--- src/hw/rtl/ccpd_pkg.sv ---
package ccpd_pkg;

	localparam int NUM_CHANNELS = 16;
	localparam int CH_W = (NUM_CHANNELS > 1) ? $clog2(NUM_CHANNELS) : 1;

	localparam int SCALE_W  = 15;
	localparam int CREDIT_W = 8;
	localparam int PROD_W   = SCALE_W + CREDIT_W;
	localparam int AMOUNT_W = 32;
	localparam int STATUS_W = 3;
	localparam int ERROR_W  = 5;

	typedef enum logic [1:0] {
		FN_START = 2'd0,
		FN_BYTE  = 2'd1,
		FN_LOAD  = 2'd2,
		FN_CLEAR = 2'd3
	} func_t;

	// status codes carried in the low nibble of a status byte
	localparam logic [3:0] ST_PAYBACK  = 4'h1;
	localparam logic [3:0] ST_BUSY     = 4'h2;
	localparam logic [3:0] ST_SENSOR   = 4'h4;
	localparam logic [3:0] ST_TUBE_JAM = 4'h7;
	localparam logic [3:0] ST_ROM      = 4'h8;
	localparam logic [3:0] ST_ROUTING  = 4'h9;
	localparam logic [3:0] ST_BUSY_ALT = 4'hA;
	localparam logic [3:0] ST_RESET    = 4'hB;
	localparam logic [3:0] ST_COIN_JAM = 4'hC;

	// flag bit positions
	localparam int SB_PAYBACK  = 0;
	localparam int SB_BUSY     = 1;
	localparam int SB_RESET    = 2;
	localparam int EB_SENSOR   = 0;
	localparam int EB_TUBE_JAM = 1;
	localparam int EB_ROM      = 2;
	localparam int EB_ROUTING  = 3;
	localparam int EB_COIN_JAM = 4;

	typedef struct packed {
		logic                add_en;
		logic                clear_amt;
		logic [STATUS_W-1:0] status;
		logic [ERROR_W-1:0]  error;
	} dec_t;

	typedef struct packed {
		logic [STATUS_W-1:0] status;
		logic [ERROR_W-1:0]  error;
		logic [AMOUNT_W-1:0] amount;
	} res_t;

endpackage

--- src/hw/rtl/ccpd_if.sv ---
interface ccpd_cmd_if;
	logic       valid;
	logic       ready;
	logic [1:0] func;
	logic [7:0] data_byte;
	logic [3:0] channel_index;
	logic [7:0] channel_credit;

	modport source (output valid, func, data_byte, channel_index, channel_credit, input ready);
	modport sink (input valid, func, data_byte, channel_index, channel_credit, output ready);
endinterface

interface ccpd_rsp_if;
	logic        valid;
	logic        ready;
	logic [2:0]  status_flags;
	logic [4:0]  error_flags;
	logic [31:0] received_amount;

	modport source (output valid, status_flags, error_flags, received_amount, input ready);
	modport sink (input valid, status_flags, error_flags, received_amount, output ready);
endinterface

interface ccpd_cfg_if;
	logic        valid;
	logic        ready;
	logic [14:0] coin_scale;

	modport source (output valid, coin_scale, input ready);
	modport sink (input valid, coin_scale, output ready);
endinterface

--- src/hw/rtl/ccpd_credit_mem.sv ---
module ccpd_credit_mem
	import ccpd_pkg::*;
(
	input  logic                clk,
	input  logic                arst_n,
	input  logic                wr_en,
	input  logic [CH_W-1:0]     wr_addr,
	input  logic [CREDIT_W-1:0] wr_data,
	input  logic                rd_en,
	input  logic [CH_W-1:0]     rd_addr,
	output logic [CREDIT_W-1:0] rd_data
);

	logic [CREDIT_W-1:0]     mem [NUM_CHANNELS];
	logic [NUM_CHANNELS-1:0] vld_q;
	logic [CREDIT_W-1:0]     rd_raw_q;
	logic                    rd_vld_q;

	always_ff @(posedge clk) begin
		if (wr_en) begin
			mem[wr_addr] <= wr_data;
		end
		if (rd_en) begin
			rd_raw_q <= mem[rd_addr];
		end
	end

	// entries never loaded since reset read as zero
	always_ff @(posedge clk or negedge arst_n) begin
		if (!arst_n) begin
			vld_q    <= '0;
			rd_vld_q <= 1'b0;
		end else begin
			if (wr_en) begin
				vld_q[wr_addr] <= 1'b1;
			end
			if (rd_en) begin
				rd_vld_q <= vld_q[rd_addr];
			end
		end
	end

	assign rd_data = rd_vld_q ? rd_raw_q : '0;

endmodule

--- src/hw/rtl/ccpd_decode.sv ---
module ccpd_decode
	import ccpd_pkg::*;
(
	input  logic       clk,
	input  logic       arst_n,
	input  logic       step,
	input  func_t      func,
	input  logic [7:0] data_byte,
	output dec_t       dec
);

	logic                skip_q;
	logic [STATUS_W-1:0] status_q;
	logic [ERROR_W-1:0]  error_q;
	logic                skip_nxt;

	always_comb begin
		skip_nxt      = skip_q;
		dec.add_en    = 1'b0;
		dec.clear_amt = 1'b0;
		dec.status    = status_q;
		dec.error     = error_q;
		unique case (func)
			FN_START: begin
				skip_nxt   = 1'b0;
				dec.status = '0;
				dec.error  = '0;
			end
			FN_BYTE: begin
				if (skip_q) begin
					skip_nxt = 1'b0;
				end else if (data_byte[7]) begin
					skip_nxt = 1'b1;
				end else if (data_byte[6]) begin
					// deposit: only tube or cashbox routing adds credit
					skip_nxt   = 1'b1;
					dec.add_en = !data_byte[5] &&
						({1'b0, data_byte[3:0]} < 5'(NUM_CHANNELS));
				end else if (!data_byte[5]) begin
					unique case (data_byte[3:0]) inside
						ST_PAYBACK:           dec.status[SB_PAYBACK]  = 1'b1;
						ST_BUSY, ST_BUSY_ALT: dec.status[SB_BUSY]     = 1'b1;
						ST_RESET:             dec.status[SB_RESET]    = 1'b1;
						ST_SENSOR:            dec.error[EB_SENSOR]    = 1'b1;
						ST_TUBE_JAM:          dec.error[EB_TUBE_JAM]  = 1'b1;
						ST_ROM:               dec.error[EB_ROM]       = 1'b1;
						ST_ROUTING:           dec.error[EB_ROUTING]   = 1'b1;
						ST_COIN_JAM:          dec.error[EB_COIN_JAM]  = 1'b1;
						default: ;
					endcase
				end
			end
			FN_LOAD: ;
			FN_CLEAR: dec.clear_amt = 1'b1;
			default: ;
		endcase
	end

	always_ff @(posedge clk or negedge arst_n) begin
		if (!arst_n) begin
			skip_q   <= 1'b0;
			status_q <= '0;
			error_q  <= '0;
		end else if (step) begin
			skip_q   <= skip_nxt;
			status_q <= dec.status;
			error_q  <= dec.error;
		end
	end

endmodule

--- src/hw/rtl/ccpd_accum.sv ---
module ccpd_accum
	import ccpd_pkg::*;
(
	input  logic                clk,
	input  logic                arst_n,
	input  logic                load,
	input  dec_t                dec,
	input  logic [CREDIT_W-1:0] credit,
	input  logic [SCALE_W-1:0]  scale,
	input  logic                step,
	output res_t                res
);

	logic [PROD_W-1:0]   prod_s2;
	dec_t                dec_s2;
	logic [AMOUNT_W-1:0] amount_q;
	logic [AMOUNT_W-1:0] amount_nxt;

	always_ff @(posedge clk) begin
		if (load) begin
			prod_s2 <= PROD_W'(credit) * PROD_W'(scale);
			dec_s2  <= dec;
		end
	end

	always_comb begin
		if (dec_s2.clear_amt) begin
			amount_nxt = '0;
		end else if (dec_s2.add_en) begin
			amount_nxt = amount_q + AMOUNT_W'(prod_s2);
		end else begin
			amount_nxt = amount_q;
		end
	end

	always_ff @(posedge clk or negedge arst_n) begin
		if (!arst_n) begin
			amount_q <= '0;
		end else if (step) begin
			amount_q <= amount_nxt;
		end
	end

	assign res.status = dec_s2.status;
	assign res.error  = dec_s2.error;
	assign res.amount = amount_nxt;

endmodule

--- src/hw/rtl/coin_changer_poll_decoder.sv ---
// channel | dir | payload
// cfg     | in  | coin_scale (15b), written whenever valid, ready tied high
// cmd     | in  | func, data_byte, channel_index, channel_credit
// rsp     | out | status_flags, error_flags, received_amount
//
// One command per cycle sustained while rsp is not stalled; a result is offered
// after acceptance (credit RAM read, multiply register, output register).
// Credit table is a 16-entry synchronous RAM with per-entry valid bits,
// so no clearing pass is needed after reset.
// Stages advance independently; cmd.ready drops only when all stages are full
// and rsp is stalled.
module coin_changer_poll_decoder
	import ccpd_pkg::*;
(
	input  logic        clk,
	input  logic        arst_n,
	ccpd_cfg_if.sink    cfg,
	ccpd_cmd_if.sink    cmd,
	ccpd_rsp_if.source  rsp
);

	logic [SCALE_W-1:0] scale_q;
	logic               v1_q;
	logic               v2_q;
	logic               vo_q;
	logic               adv1;
	logic               adv2;
	logic               acc;
	logic               step1;
	logic               step2;
	func_t              func_s1;
	logic [7:0]         data_s1;
	logic [CREDIT_W-1:0] credit;
	logic               wr_en;
	dec_t               dec;
	res_t               res;
	res_t               out_q;

	assign cfg.ready = 1'b1;

	always_ff @(posedge clk or negedge arst_n) begin
		if (!arst_n) begin
			scale_q <= '0;
		end else if (cfg.valid) begin
			scale_q <= cfg.coin_scale;
		end
	end

	assign adv2      = !vo_q || rsp.ready;
	assign adv1      = !v2_q || adv2;
	assign cmd.ready = !v1_q || adv1;
	assign acc       = cmd.valid && cmd.ready;
	assign step1     = v1_q && adv1;
	assign step2     = v2_q && adv2;

	always_ff @(posedge clk or negedge arst_n) begin
		if (!arst_n) begin
			v1_q <= 1'b0;
			v2_q <= 1'b0;
			vo_q <= 1'b0;
		end else begin
			if (cmd.ready) begin
				v1_q <= cmd.valid;
			end
			if (adv1) begin
				v2_q <= v1_q;
			end
			if (adv2) begin
				vo_q <= v2_q;
			end
		end
	end

	always_ff @(posedge clk) begin
		if (acc) begin
			func_s1 <= func_t'(cmd.func);
			data_s1 <= cmd.data_byte;
		end
		if (step2) begin
			out_q <= res;
		end
	end

	// write and lookup happen at acceptance, so a load is seen by the next item
	assign wr_en = acc && (func_t'(cmd.func) == FN_LOAD) &&
		({1'b0, cmd.channel_index} < 5'(NUM_CHANNELS));

	ccpd_credit_mem u_mem (
		.clk     (clk),
		.arst_n  (arst_n),
		.wr_en   (wr_en),
		.wr_addr (cmd.channel_index[CH_W-1:0]),
		.wr_data (cmd.channel_credit),
		.rd_en   (acc),
		.rd_addr (cmd.data_byte[CH_W-1:0]),
		.rd_data (credit)
	);

	ccpd_decode u_dec (
		.clk       (clk),
		.arst_n    (arst_n),
		.step      (step1),
		.func      (func_s1),
		.data_byte (data_s1),
		.dec       (dec)
	);

	ccpd_accum u_acc (
		.clk    (clk),
		.arst_n (arst_n),
		.load   (step1),
		.dec    (dec),
		.credit (credit),
		.scale  (scale_q),
		.step   (step2),
		.res    (res)
	);

	assign rsp.valid           = vo_q;
	assign rsp.status_flags    = out_q.status;
	assign rsp.error_flags     = out_q.error;
	assign rsp.received_amount = out_q.amount;

`ifndef SYNTHESIS
	a_ready_when_empty: assert property (@(posedge clk) disable iff (!arst_n)
		!v1_q |-> cmd.ready)
		else $error("cmd stalled with empty first stage");

	a_s1_moves: assert property (@(posedge clk) disable iff (!arst_n)
		step1 |=> v2_q)
		else $error("transaction lost between stage 1 and stage 2");

	a_s2_moves: assert property (@(posedge clk) disable iff (!arst_n)
		step2 |=> vo_q)
		else $error("transaction lost before output register");

	a_no_rw_load: assert property (@(posedge clk) disable iff (!arst_n)
		wr_en |-> acc)
		else $error("credit write without accepted load");
`endif

endmodule

--- src/flat_wrapper.sv ---
// flat-port wrapper written by rule: the top's interface ports become plain ports
module coin_changer_poll_decoder_flat import ccpd_pkg::*;
  (clk, arst_n, cfg_valid, cfg_coin_scale, cfg_ready, cmd_valid, cmd_func, cmd_data_byte, cmd_channel_index, cmd_channel_credit, cmd_ready, rsp_valid, rsp_status_flags, rsp_error_flags, rsp_received_amount, rsp_ready);
  ccpd_cfg_if cfg_i ();
  ccpd_cmd_if cmd_i ();
  ccpd_rsp_if rsp_i ();
  input  logic clk;
  input  logic arst_n;
  input wire logic [$bits(cfg_i.valid)-1:0] cfg_valid;
  input wire logic [$bits(cfg_i.coin_scale)-1:0] cfg_coin_scale;
  output wire logic [$bits(cfg_i.ready)-1:0] cfg_ready;
  input wire logic [$bits(cmd_i.valid)-1:0] cmd_valid;
  input wire logic [$bits(cmd_i.func)-1:0] cmd_func;
  input wire logic [$bits(cmd_i.data_byte)-1:0] cmd_data_byte;
  input wire logic [$bits(cmd_i.channel_index)-1:0] cmd_channel_index;
  input wire logic [$bits(cmd_i.channel_credit)-1:0] cmd_channel_credit;
  output wire logic [$bits(cmd_i.ready)-1:0] cmd_ready;
  output wire logic [$bits(rsp_i.valid)-1:0] rsp_valid;
  output wire logic [$bits(rsp_i.status_flags)-1:0] rsp_status_flags;
  output wire logic [$bits(rsp_i.error_flags)-1:0] rsp_error_flags;
  output wire logic [$bits(rsp_i.received_amount)-1:0] rsp_received_amount;
  input wire logic [$bits(rsp_i.ready)-1:0] rsp_ready;
  assign cfg_i.valid = cfg_valid;
  assign cfg_i.coin_scale = cfg_coin_scale;
  assign cfg_ready = cfg_i.ready;
  assign cmd_i.valid = cmd_valid;
  assign cmd_i.func = cmd_func;
  assign cmd_i.data_byte = cmd_data_byte;
  assign cmd_i.channel_index = cmd_channel_index;
  assign cmd_i.channel_credit = cmd_channel_credit;
  assign cmd_ready = cmd_i.ready;
  assign rsp_valid = rsp_i.valid;
  assign rsp_status_flags = rsp_i.status_flags;
  assign rsp_error_flags = rsp_i.error_flags;
  assign rsp_received_amount = rsp_i.received_amount;
  assign rsp_i.ready = rsp_ready;
  coin_changer_poll_decoder u_core (.clk(clk), .arst_n(arst_n), .cfg(cfg_i), .cmd(cmd_i), .rsp(rsp_i));
endmodule
--- config.mk ---
export PLATFORM = sky130hd
export DESIGN_NAME = coin_changer_poll_decoder_flat
export DESIGN_NICKNAME = d
export VERILOG_FILES = /design/src/hw/rtl/ccpd_pkg.sv /design/src/hw/rtl/ccpd_if.sv /design/src/hw/rtl/ccpd_credit_mem.sv /design/src/hw/rtl/ccpd_decode.sv /design/src/hw/rtl/ccpd_accum.sv /design/src/hw/rtl/coin_changer_poll_decoder.sv /design/src/flat_wrapper.sv
export SDC_FILE = /design/constraint.sdc
export NUM_CORES = 1
export LEC_CHECK = 0
export BUFFER_PORTS_ARGS = -buffer_cell sky130_fd_sc_hd__buf_4
export CORE_UTILIZATION = 56
export DETAILED_ROUTE_END_ITERATION = 12
export PLACE_DENSITY = 0.88
export SLEW_MARGIN = 20
export SYNTH_ARGS = -nofsm -noshare
export SYNTH_HDL_FRONTEND = slang
export SYNTH_SLANG_ARGS = --single-unit
--- constraint.sdc ---
create_clock -name clk -period 5.1 [get_ports clk]
set_input_delay 1.02 -clock clk [delete_from_list [all_inputs] [get_ports clk]]
set_output_delay 1.02 -clock clk [all_outputs]
set_load 0.05 [all_outputs]
Word level (Yosys, flattened, before mapping). Memories as Yosys holds them, arrays and structs flattened. A register that Yosys moved wholly into a read port is not among the register bits. Cells that the tools add are included.

Flip-flop bits (word level): 159. Memories kept: 1. Logic and storage cells: 85. Input port bits: 42. RAM bits: 128. Output and inout bits: 43.

Add/sub/neg operators: 1. $mul: 1. Muxes and demuxes: 27. Bitwise gates (word level): 3. Magnitude comparators: 3. Reductions and logical operators: 17. Equal/unequal tests: 12.

Memories: u_core.u_mem.mem (words 16, bits a word 8, rd ports 1, clocked after Yosys merged registers in 1, wr ports 1, RTL line ccpd_credit_mem.sv:14) `logic [CREDIT_W-1:0] mem [NUM_CHANNELS];`.

Operators with widths (count): $mux 32 (2); $mux 8 (5); $add 32x23->32 (1); $mul 8x15->23 (1); $eq 4x4->1 const B (5); $mux 1 (16); $or 16x16->16 (1); $pmux 8 s2 (1); $lt 4x5->1 const B (2); $eq 4x3->1 const B (2); $logic_and 1x1->1 (5); $bmux 1 s4 (1); $demux 1 s4 (1); $eq 2x2->1 const B (2); $eq 4x1->1 const B (1); $eq 4x2->1 const B (1); $ge 4x1->1 const B (1); $logic_not 1->1 (4); $reduce_or 4->1 (1); $logic_or 1x1->1 (3); $eq 2x1->1 const B (1); $logic_not 2->1 (1); $not 1->1 (2); $pmux 1 s2 (1); other kinds (3) (3).

Depth between registers and ports, before layout.
Word-level depth: 8. Depth in mapped cells: 19. Depth with buffers taken out: 17.

Modules after synthesis. Synthesis repeated with hierarchy kept, for this count alone.

Cells, all modules: 1281. Area, all modules: 16788.6 µm².

By module, submodules not included: ccpd_accum (sequential area each 1791.7 µm², instances 1, cells each 867, area an instance 7986.4 µm²); ccpd_credit_mem (sequential area each 4509.3 µm², instances 1, cells each 258, area an instance 5970.7 µm²); coin_changer_poll_decoder (sequential area each 1951.9 µm², instances 1, cells each 97, area an instance 2270.9 µm²); ccpd_decode (sequential area each 225.2 µm², instances 1, cells each 59, area an instance 560.5 µm²).

Worst setup path before layout. No wires, ideal clock.

Path kind: register to register. From: reg u_core.u_mem.rd_vld_q. To: reg u_core.u_acc.prod_s2[21], data pin. Path slack: 0.004 ns. Required time: 4.835 ns. Stages on the path, launching flop included: 18. Library setup time: 0.265 ns. Arrival: 4.831 ns. Period minus slack after synthesis: 5.096 ns. Buffers on the path: 2. Cells stage by stage: dfrtp_1 clkbuf_1 clkbuf_1 and3_1 fa_1 fa_1 fa_1 inv_1 fa_1 inv_1 ha_1 o21a_1 o21a_1 o21ai_0 a31oi_1 o41ai_1 o21ai_0 xor2_1.

Word-level cells in the longest chain between the ends: 2.

Ends and longest elaborated chain: from (decl) (RTL line ccpd_credit_mem.sv:17) `logic rd_vld_q;`; from (signal assigned) (RTL line ccpd_credit_mem.sv:38) `rd_vld_q <= vld_q[rd_addr];`; $mux 8 (RTL line ccpd_credit_mem.sv:43) `assign rd_data = rd_vld_q ? rd_raw_q : '0;`; $mul 8x15->23 (RTL line ccpd_accum.sv:21) `prod_s2 <= PROD_W'(credit) * PROD_W'(scale);`; to (signal assigned) (RTL line ccpd_accum.sv:21); to (decl) (RTL line ccpd_accum.sv:14) `logic [PROD_W-1:0] prod_s2;`.

No other way between the ends. A chain may end at the register's enable or synchronous reset.

Final worst setup path. Ends and elaborated chain as after synthesis.

==> flow_summary.toml <==
[run_status]
outcome = "finished clean"

[sta]
hold_viol_final = 0
final_max_slew_viol_count = 0
clock_skew_ns = 0.0289
fin_crit_sh_pct = 95.7
relSlewSlack_pct = 24.1
fmax_mhz = 205
setup_viol = 0
worst_pin_slew_ns = 1.13
min_period_ns = 4.88
tns_ns = 0
rsz0062_at_grt = "false"

[clocking]
cts_max_path_buffers = 3
clock_latency_ns = 0.58
htreeDepth = 1
ctsHoldBuffers = 0
clkSlewWorstSetupHoldPaths_ns = 0.06
cts-buffers-inserted = 30
cts_root_buf = "clkbuf_16"
clock_sinks = 294
cts_tree = "built"

[synth]
synth_area_sq_um = 16600
synthTopCellsByArea = "edfxtp_1 (39%), dfrtp_1 (11%), fa_1 (9.5%)"
ys_ff_latch = 294
syn_inst = 1316
syn_avg_cell_area_sq_um = 12.6
yosysWarningCount = 0
synth_edf_count = 218
synth_top_area_share_pct = 39.5
yosys_most_used_dff = "edfxtp_1"
syn-num-nets = 1503
yosysSeqAreaShare_pct = 51.0
synth_top_cell_by_area = "edfxtp_1"
ys_types = 75
async_flop_share_pct = 25.9

[floorplan]
fp.coreArea_sq_um = 28900
start_util_pct = 57.3
die_area_sq_um = 30300
ios = 85
placementRows = 62
die_width_um = 174
die_h_um = 174

[grt]
antenna_found_initial = 0
grt_max_degree = 41
grt_pass1_vias = 11000
grtUsageTotal_pct = 24.2
grt_pass1_wl_mm = 57.8
grt.overflow.total = 0

[pwr]
ir_drop_mv = 0.326
leakagePower_nw = 8.06
p_per_area_nw_per_um2 = 475

[worst_setup_path]
cp_slowest_cell = "dfrtp_4"
critPathKind = "flop to flop"
worstPathCellList = "buf_4, and3_1, fa_1, fa_1, fa_1, inv_1, fa_1, inv_1, ha_1, o21a_1, o21a_1, o21ai_1, a31oi_2, o41ai_2, buf_4, o21ai_1, xor2_1"
start_kind = "flop"
critPathRequiredTime_ns = 5.41
slowest_delay_ns = 0.56
cp_data_arrival_time_ns = 5.19
endpoint_kind = "flop"
cp_max_fo = 15
crit_top_cell = "fa_1"

[route]
wl_per_cell_um = 20.1
drc = 0
ant_nets = 0
avgViaCountPerCell = 6.10
vias = 11000
wl_mm = 36.2
drt_iter0_drc = 1079
firstDrtPassIters = 5

[placed_design]
place.gp.congestion = 0.923
io_buffers = 82
dp_cells = 1742
dpl.hpwl_mm = 24.5

[min_path]
hold_class = "input port to asynchronous set/reset pin"

[cells_and_area]
diodes = 0
finalNetCount = 1580
stdcell_count = 1801
syn2layout_area_growth_pct = 12.9
drive_above_1_share_pct = 18.1

[job]
maxCapViolCount = 0
[worst max-delay path: cells and delay by family, from the launching register on]
kind / cells / cell delay [ns]
xor gates and xnor gates: 1 / 0.15
buffers and inverters: 4 / 0.49
and+or+nand+nor: 1 / 0.19
DFF: 1 / 0.56
adders and majority gates: 5 / 2.38
AOI/OAI and AO/OA: 6 / 0.86
[final cells by class]
class	count	area, sq um
sequential	294	8450
inverter	113	424
clock inverter	11	160
multi-input combinational	846	7510
timing repair buffer	108	818
fill	1997	10200
tap	384	480
clock buffer	45	867
[layout by cell type (no fill, tap or decap), drive strengths merged, types with 6 or more instances in the layout]
cell type and instances:
nand3 33, xor2 11, o31ai 11, a21o 15, a211o 6, mux2 17
clkinv 6, buf 108, clkbuf 45, nor2 79, xnor2 27, ha 66
nand2b 15, dfrtp 76, a21oi 50, a211oi 10, inv 114, or2 18
o21a 8, o221ai 6, o21ai 30, nor2b 10, and3 107, nor3 13
and2 12, a31oi 8, a22o 6, o21bai 6, mux4 45, o211ai 7
nand2 78, edfxtp 218, nand4 8, fa 79, mux2i 7
[sequential cells by signal (all words and copies together) (netlist names), 8 cells and up]
signal                      cells
u_core.scale_q                 15
u_core.u_mem.vld_q             16
u_core.u_acc.res                8
u_core.u_mem.mem              128
u_core.u_mem.rd_raw_q           8
u_core.u_acc.prod_s2           23
u_core.rsp.received_amount     32
u_core.u_acc.amount_q          32
[cells by family after synthesis]
family                   synth area share, %
AO/OA/AOI/OAI                           8.18
XOR/XNOR                                2.01
adder cells (fa/ha/maj)                 14.5
buffers and inverters                   4.11
flip-flops                              51.0
multiplexers                            7.69
other                                 0.0226
AND/OR/NAND/NOR                         12.5
[layer usage]
metal / wire [um] / global-route usage [%] / up-vias
met2: 18200 / 41.8 / 479
met5: 0 / 0 / -
met3: 2430 / 3.43 / 77
met4: 825 / 7.27 / 0
met1: 14700 / 31.7 / 5468
li1: - / - / 4955
[stage by stage]
step	worst slack [ns]	hold WS, ns	total power [mW]	util [%]	instance area [sq um]
2_1_floorplan	0.00430	0.400	5.78	-	16600
3_3_place_gp	0.122	0.402	6.44	60.8	17600
3_5_place_dp	0.00168	0.405	6.57	60.9	17600
4_1_cts	0.00909	0.417	8.84	64.4	18600
5_1_grt	0.0263	0.426	9.42	64.7	18700
6_report	0.219	0.419	8.89	64.7	18700
[what timing repair did]
action	4_1_cts	5_1_grt
setup buffers	0	3
setup endpoints to repair	1	5
pin swaps	0	2
resized for setup	1	14
[path summary, 6_finish.rpt]
path	depth (start not counted)	slack (ns)	to	from
max	17	0.22	u_core.u_acc.prod_s2[21]	u_core.u_mem.rd_vld_q
min	1	0.42	u_core.u_dec.error_q[1]	arst_n
max in group asynchronous	2	3.56	u_core.u_mem.rd_vld_q	arst_n
min reg2reg	0	0.42	u_core.rsp.error_flags[2]	u_core.u_acc.res[34]
min in group clk	0	0.42	u_core.rsp.error_flags[2]	u_core.u_acc.res[34]
max reg2reg	17	0.22	u_core.u_acc.prod_s2[21]	u_core.u_mem.rd_vld_q
[cells in the mapped netlist (8+ instances only)]
cell type	instances
edfxtp_1	218
inv_1	113
and3_1	107
fa_1	79
nor2_1	79
nand2_1	78
dfrtp_1	76
ha_1	66
a21oi_1	49
clkbuf_1	48
mux4_2	45
nand3_1	33
o21ai_0	28
xnor2_1	27
mux2_2	17
or2_2	17
a21o_1	15
nand2b_1	15
nor3_1	13
and2_1	11
o31ai_1	11
xor2_1	11
a211oi_1	10
nor2b_1	10
a31oi_1	8
o21a_1	8
[where the power goes]
part | leakage [nW] | internal [mW] | total, mW | switching (mW)
clock | 0.499 | 1.33 | 2.26 | 0.931
combinational | 4.57 | 1.39 | 3.40 | 2.01
sequential | 2.99 | 2.98 | 3.23 | 0.242
total | 8.06 | 5.70 | 8.89 | 3.19
Note: power is estimated with default switching activity, not from simulation.
